$ cat config.mk
export PLATFORM = sky130hd
export DESIGN_NAME = lphm_ctrl
export DESIGN_NICKNAME = d
export VERILOG_FILES = /design/src/hw/rtl/lphm_pkg.sv /design/src/hw/rtl/lphm_ctrl.sv
export SDC_FILE = /design/constraint.sdc
export NUM_CORES = 1
export LEC_CHECK = 0
export BUFFER_PORTS_ARGS = -buffer_cell sky130_fd_sc_hd__buf_2
export CAP_MARGIN = 20
export CORE_AREA = 8 8 204 186
export DETAILED_ROUTE_END_ITERATION = 10
export DIE_AREA = 0 0 212 194
export PLACE_DENSITY_LB_ADDON = 0.12
export SYNTH_ARGS = -nofsm -noshare
export SYNTH_HDL_FRONTEND = slang
export SYNTH_SLANG_ARGS = --single-unit
$ cat constraint.sdc
create_clock -name clk -period 3.7 [get_ports clk]
set_input_delay 0.555 -clock clk [delete_from_list [all_inputs] [get_ports clk]]
set_output_delay 0.555 -clock clk [all_outputs]
set_load 0.005 [all_outputs]
$ cat src/hw/rtl/lphm_pkg.sv
// Shared constants, codes and types of the linear probing hash map.
`default_nettype none
package lphm_pkg;

  localparam int TABLE_SLOTS = 256;
  localparam int IDX_W       = $clog2(TABLE_SLOTS);
  localparam int CNT_W       = IDX_W + 1;
  localparam int LOAD_LIMIT  = (TABLE_SLOTS * 3) / 4;

  localparam int KEY_W    = 64;
  localparam int VAL_W    = 64;
  localparam int CMD_W    = 2;
  localparam int STAT_W   = 2;

  localparam int IN_FIELDS_W  = CMD_W + KEY_W + VAL_W;
  localparam int IN_TDATA_W   = ((IN_FIELDS_W + 7) / 8) * 8;
  localparam int OUT_FIELDS_W = STAT_W + VAL_W;
  localparam int OUT_TDATA_W  = ((OUT_FIELDS_W + 7) / 8) * 8;

  localparam logic [CMD_W-1:0] CMD_SET = 2'd0;
  localparam logic [CMD_W-1:0] CMD_GET = 2'd1;
  localparam logic [CMD_W-1:0] CMD_DEL = 2'd2;

  localparam logic [STAT_W-1:0] ST_OK      = 2'd0;
  localparam logic [STAT_W-1:0] ST_MISSING = 2'd1;
  localparam logic [STAT_W-1:0] ST_FULL    = 2'd2;
  localparam logic [STAT_W-1:0] ST_UNUSED  = 2'd3;

  // Write request from the sequencer to the slot store.
  typedef struct packed {
    logic             mem_we;     // write key and value at addr
    logic             mark_live;  // slot becomes live, tombstone cleared
    logic             mark_tomb;  // slot becomes a tombstone
    logic [IDX_W-1:0] addr;
  } lphm_wr_t;

  // Registered contents of one slot.
  typedef struct packed {
    logic             used;
    logic             tomb;
    logic [KEY_W-1:0] key;
    logic [VAL_W-1:0] value;
  } lphm_rd_t;

endpackage
`default_nettype wire

$ cat src/hw/rtl/lphm_ctrl.sv
// Probe sequencer with the shared key compare, live count and result register.
`default_nettype none
module lphm_ctrl (
  input  wire                          clk,
  input  wire                          rst_n,
  input  wire                          in_valid,
  output logic                         in_ready,
  input  wire [lphm_pkg::CMD_W-1:0]    in_cmd,
  input  wire [lphm_pkg::KEY_W-1:0]    in_key,
  input  wire [lphm_pkg::VAL_W-1:0]    in_value,
  output logic                         out_valid,
  input  wire                          out_ready,
  output logic [lphm_pkg::STAT_W-1:0]  out_status,
  output logic [lphm_pkg::VAL_W-1:0]   out_value,
  output logic [lphm_pkg::IDX_W-1:0]   rd_addr,
  input  wire lphm_pkg::lphm_rd_t      rd,
  output lphm_pkg::lphm_wr_t           wr,
  output logic [lphm_pkg::KEY_W-1:0]   wr_key,
  output logic [lphm_pkg::VAL_W-1:0]   wr_value
);
  import lphm_pkg::*;

  localparam logic [1:0] S_IDLE  = 2'd0;
  localparam logic [1:0] S_READ  = 2'd1;
  localparam logic [1:0] S_CHECK = 2'd2;
  localparam logic [1:0] S_RESP  = 2'd3;

  logic [1:0]        state_r,      state_nxt;
  logic [CMD_W-1:0]  cmd_r,        cmd_nxt;
  logic [KEY_W-1:0]  key_r,        key_nxt;
  logic [VAL_W-1:0]  value_r,      value_nxt;
  logic [IDX_W-1:0]  idx_r,        idx_nxt;
  logic [CNT_W-1:0]  cnt_r,        cnt_nxt;
  logic              have_tomb_r,  have_tomb_nxt;
  logic [IDX_W-1:0]  tomb_idx_r,   tomb_idx_nxt;
  logic [CNT_W-1:0]  live_r,       live_nxt;
  logic [STAT_W-1:0] res_status_r, res_status_nxt;
  logic [VAL_W-1:0]  res_value_r,  res_value_nxt;
  logic              out_valid_r,  out_valid_nxt;
  logic [STAT_W-1:0] out_status_r, out_status_nxt;
  logic [VAL_W-1:0]  out_value_r,  out_value_nxt;

  logic hit;
  logic free_slot;
  logic tomb_slot;
  logic last_slot;
  logic any_tomb;
  logic out_free;

  assign hit       = rd.used && (rd.key == key_r);
  assign tomb_slot = !rd.used && rd.tomb;
  assign free_slot = !rd.used && !rd.tomb;
  assign last_slot = (cnt_r == CNT_W'(TABLE_SLOTS - 1));
  assign any_tomb  = have_tomb_r || tomb_slot;
  assign out_free  = !out_valid_r || out_ready;

  assign in_ready   = (state_r == S_IDLE);
  assign out_valid  = out_valid_r;
  assign out_status = out_status_r;
  assign out_value  = out_value_r;
  assign rd_addr    = idx_r;
  assign wr_key     = key_r;
  assign wr_value   = value_r;

  always_comb begin
    state_nxt      = state_r;
    cmd_nxt        = cmd_r;
    key_nxt        = key_r;
    value_nxt      = value_r;
    idx_nxt        = idx_r;
    cnt_nxt        = cnt_r;
    have_tomb_nxt  = have_tomb_r;
    tomb_idx_nxt   = tomb_idx_r;
    live_nxt       = live_r;
    res_status_nxt = res_status_r;
    res_value_nxt  = res_value_r;
    out_valid_nxt  = out_valid_r && !out_ready;
    out_status_nxt = out_status_r;
    out_value_nxt  = out_value_r;
    wr             = '0;
    wr.addr        = idx_r;

    unique case (state_r)
      S_IDLE: begin
        if (in_valid) begin
          cmd_nxt       = in_cmd;
          key_nxt       = in_key;
          value_nxt     = in_value;
          idx_nxt       = in_key[IDX_W-1:0];
          cnt_nxt       = '0;
          have_tomb_nxt = 1'b0;
          res_value_nxt = '0;
          if (in_cmd == CMD_SET || in_cmd == CMD_GET || in_cmd == CMD_DEL) begin
            state_nxt = S_READ;
          end else begin
            res_status_nxt = ST_MISSING;
            state_nxt      = S_RESP;
          end
        end
      end
      S_READ: begin
        state_nxt = S_CHECK;
      end
      S_CHECK: begin
        if (cmd_r == CMD_SET) begin
          if (hit) begin
            wr.mem_we      = 1'b1;
            res_status_nxt = ST_OK;
            state_nxt      = S_RESP;
          end else if (free_slot || last_slot) begin
            state_nxt = S_RESP;
            if (live_r >= CNT_W'(LOAD_LIMIT)) begin
              res_status_nxt = ST_FULL;
            end else if (any_tomb || free_slot) begin
              wr.mem_we      = 1'b1;
              wr.mark_live   = 1'b1;
              wr.addr        = have_tomb_r ? tomb_idx_r : idx_r;
              live_nxt       = live_r + 1'b1;
              res_status_nxt = ST_OK;
            end else begin
              res_status_nxt = ST_FULL;
            end
          end else begin
            if (tomb_slot && !have_tomb_r) begin
              have_tomb_nxt = 1'b1;
              tomb_idx_nxt  = idx_r;
            end
            idx_nxt   = idx_r + 1'b1;
            cnt_nxt   = cnt_r + 1'b1;
            state_nxt = S_READ;
          end
        end else begin
          if (hit) begin
            res_status_nxt = ST_OK;
            state_nxt      = S_RESP;
            if (cmd_r == CMD_GET) begin
              res_value_nxt = rd.value;
            end else begin
              wr.mark_tomb = 1'b1;
              if (live_r != '0) begin
                live_nxt = live_r - 1'b1;
              end
            end
          end else if (free_slot || last_slot) begin
            res_status_nxt = ST_MISSING;
            state_nxt      = S_RESP;
          end else begin
            idx_nxt   = idx_r + 1'b1;
            cnt_nxt   = cnt_r + 1'b1;
            state_nxt = S_READ;
          end
        end
      end
      S_RESP: begin
        if (out_free) begin
          out_valid_nxt  = 1'b1;
          out_status_nxt = res_status_r;
          out_value_nxt  = res_value_r;
          state_nxt      = S_IDLE;
        end
      end
      default: begin
        state_nxt = S_IDLE;
      end
    endcase
  end

  always_ff @(posedge clk) begin
    if (!rst_n) begin
      state_r     <= S_IDLE;
      live_r      <= '0;
      out_valid_r <= 1'b0;
    end else begin
      state_r     <= state_nxt;
      live_r      <= live_nxt;
      out_valid_r <= out_valid_nxt;
    end
  end

  always_ff @(posedge clk) begin
    cmd_r        <= cmd_nxt;
    key_r        <= key_nxt;
    value_r      <= value_nxt;
    idx_r        <= idx_nxt;
    cnt_r        <= cnt_nxt;
    have_tomb_r  <= have_tomb_nxt;
    tomb_idx_r   <= tomb_idx_nxt;
    res_status_r <= res_status_nxt;
    res_value_r  <= res_value_nxt;
    out_status_r <= out_status_nxt;
    out_value_r  <= out_value_nxt;
  end

endmodule
`default_nettype wire

==> run metrics <==
status completed; total number of vias 7,264; Peak VDD IR 0.238 mV; Site Rows 65; Distinct cells, synth 38; final cell count without fillers 1,656; Worst path slowest cell edfxtp_1; ratio of cells with drive above 1 in the final layout 47.2%; Final Max Slew Viols 0; Clock Skew 0.0111 ns; largest net degree at the start of global routing 73; Final Hold Viols 0; initial antenna violation count 8; die area 41,100 sq um; final layout net count 1,441; arrival time worst endpoint 3.04 ns; crit path time final 3.60 ns; Crit path top cell by count buf_4; starting density of the core 32.4%; vias in the first global route 7,582; reg-to-reg endpoint res_value_r[23]; critical path's largest stage delay 0.48 ns; FILL cells 3,204; DRT Wirelength 34.6 mm; asr flop ratio synth 0%; hpwl dp 27.5 mm; cts hold-fix bufs 0; sum of negative setup slack 0 ns; FF-to-FF setup slack 0.59 ns; Post-Synthesis Cells 647; GPL Wtd Cong 0.841; R2R cell count 11; CORE AREA 34,600 sq um; Syn Nets 922; placed cells 1,596; H-Tree Depth 2; DR vias/cell 4.39; DRC violations left 0; Sink Count 300; CTS tree yes; worst rel slew slack 46.5%; critical path type flop to output pin; Synth warnings 0; syn_area_per_cell 17.3 sq um; pre-CTS setup slack 0.185 ns; Multi-input gate area 2290 sq um; maximum achievable frequency 0.278 GHz; DIE HEIGHT 194 um; hold_sp in_key[14]; RSZ-0062 raised after global routing no; hold depth 1; P per Cell Area 513 nW/um^2; CTS buffer count 35; Synth Register Bits 300; Least-Margin Pin Slew 0.800 ns; Leak 0.00633 uW; delay-heaviest family, CP simple AND/OR/NAND/NOR gates; aggregate global-route resource usage 16.1%; wire length of the first global-routing pass 49.2 mm; Crit path buffers/inverters 4; # port buffers 478; Area growth syn-to-layout 37.7%; Setup violations, final 0; IO Count 479; EDFF count, synth 288; root buffer cell clkbuf_16; final setup margin 0.105 ns; grt total ovfl 0; Cell Area, Synth 11,200 sq um; Detailed Routing Iterations Pass 1 5; Max Buffers Root-to-Sink 3; Iteration-0 DRC Markers 354; Most used DFF post-synth edfxtp_1; Hold Crit Class primary input to flop; Data required, critical path 3.14 ns; crit end category output pin; Hold EP wr_key[14]; reg2reg start wr_key[17]; PnR Total Power 7930 uW; Post-DRT Antenna Nets 0; crit-path cells xnor2_1 > nand4_1 > nor4_2 > buf_4 > nand3_1 > nor4_4 > buf_4 > nor3_4 > buf_12 > mux2_2 > buf_2; period utilization 97.2%; Seq. cell area 8890 sq um; crit-path max FO 8; CP startpoint kind flop; CTS clock-pin slew for the worst setup and hold paths 0.06 ns; Seq/Total Area, Yosys 79.3%; WL per Instance 20.9 um; Die Wd 212 um; max_cap viols 0; Clock Latency Late Sink 0.49 ns
-- what timing repair did --
item	4_1_cts	5_1_grt
setup endpoints to repair	10	8
setup buffers	0	2
gates resized for setup	3	2
pin swaps	0	2
-- sequential cells by signal, indices dropped and copies added (netlist names) --
name and count:
res_status_r 2, out_status 2, live_r 9, cnt_r 9, res_value_r 64, have_tomb_r 1
wr_key 64, wr_value 64, tomb_idx_r 8, rd_addr 8, out_value 64, out_valid 1
cmd_r 2, state_r 2
-- routing by layer --
| metal | vias up | share of wire [%] | track usage (%) |
|---|---|---|---|
| met1 | 3391 | 40 | 19.5 |
| met3 | 74 | 9.9 | 6.11 |
| met5 | - | 0.19 | 0 |
| met4 | 10 | 3.3 | 5.92 |
| met2 | 366 | 47 | 25.9 |
| li1 | 3423 | - | - |
-- power breakdown --
part	switching, uW	internal, uW
clock network	1260	1940
registers	98.9	3980
logic	353	299
total	1710	6210
-- through the flow --
step	hold WS, ns	utilization [%]	instance area, sq um
final	0.233	44.7	15400
after global routing	0.207	44.7	15400
after CTS	0.201	44.5	15400
after detailed placement	0.405	41.4	14300
after global placement	0.400	41.4	14300
after floorplan	0.400	-	11200
-- cells in the final DEF (no fill, tap or decap), drive strengths merged, types with 12 or more instances in the layout --
master and n:
buf 495, nor2 21, and2 66, nand2 39
nor4 15, xor2 55, clkbuf 43, o21ai 15
dfxtp 12, xnor2 26, edfxtp 288
-- worst max-delay path by stage --
stage          depth (start not counted)               to  slack [ns]  startpoint
2_1_floorplan                          6   res_value_r[0]        0.13      rd[69]
3_3_place_gp                           9  res_value_r[28]        0.20      rd[66]
3_5_place_dp                           9  res_value_r[46]        0.19      rd[66]
4_1_cts                                9            wr[5]        0.02    cnt_r[0]
5_1_grt                               11            wr[1]        0.01  wr_key[57]
6_report                              11            wr[5]        0.10  wr_key[17]
-- cell families (layout without fill, tap and decap cells) --
kind of cell	count (synthesis)	in the layout	synth area share [%]
flip-flops	300	300	79.3
multiplexers	19	19	1.82
XOR/XNOR	81	81	6.33
other	0	3	0
buffers and inverters	23	560	0.770
AND/OR/NAND/NOR	178	178	8.67
adder cells (fa/ha/maj)	11	11	1.29
AO/OA/AOI/OAI	35	35	1.85
-- cells in the mapped netlist, types with 8 or more instances --
| cell type | number | area, sq um |
|---|---|---|
| clkbuf_1 | 13 | 48.8 |
| o21ai_0 | 15 | 75.1 |
| and2_1 | 66 | 413 |
| mux2_2 | 8 | 90.1 |
| nand3_1 | 10 | 50.1 |
| dfxtp_1 | 12 | 240 |
| edfxtp_1 | 288 | 8650 |
| ha_1 | 10 | 125 |
| xor2_1 | 55 | 482 |
| mux2i_1 | 10 | 100 |
| nor2_1 | 21 | 78.8 |
| inv_1 | 9 | 33.8 |
| nand2_1 | 39 | 146 |
| xnor2_1 | 26 | 228 |
| nor4_1 | 14 | 87.6 |
-- final cells by class --
type / count / area share (%)
Antenna cell: 3 / 0.0486
Clock buffer: 43 / 6.14
Clock inverter: 12 / 0.672
Inverter: 10 / 0.267
Multi-Input combinational cell: 324 / 14.8
Sequential cell: 300 / 57.6
Tap cell: 469 / 3.80
Timing Repair Buffer: 495 / 16.7
Power figures use the tool's default switching activity.
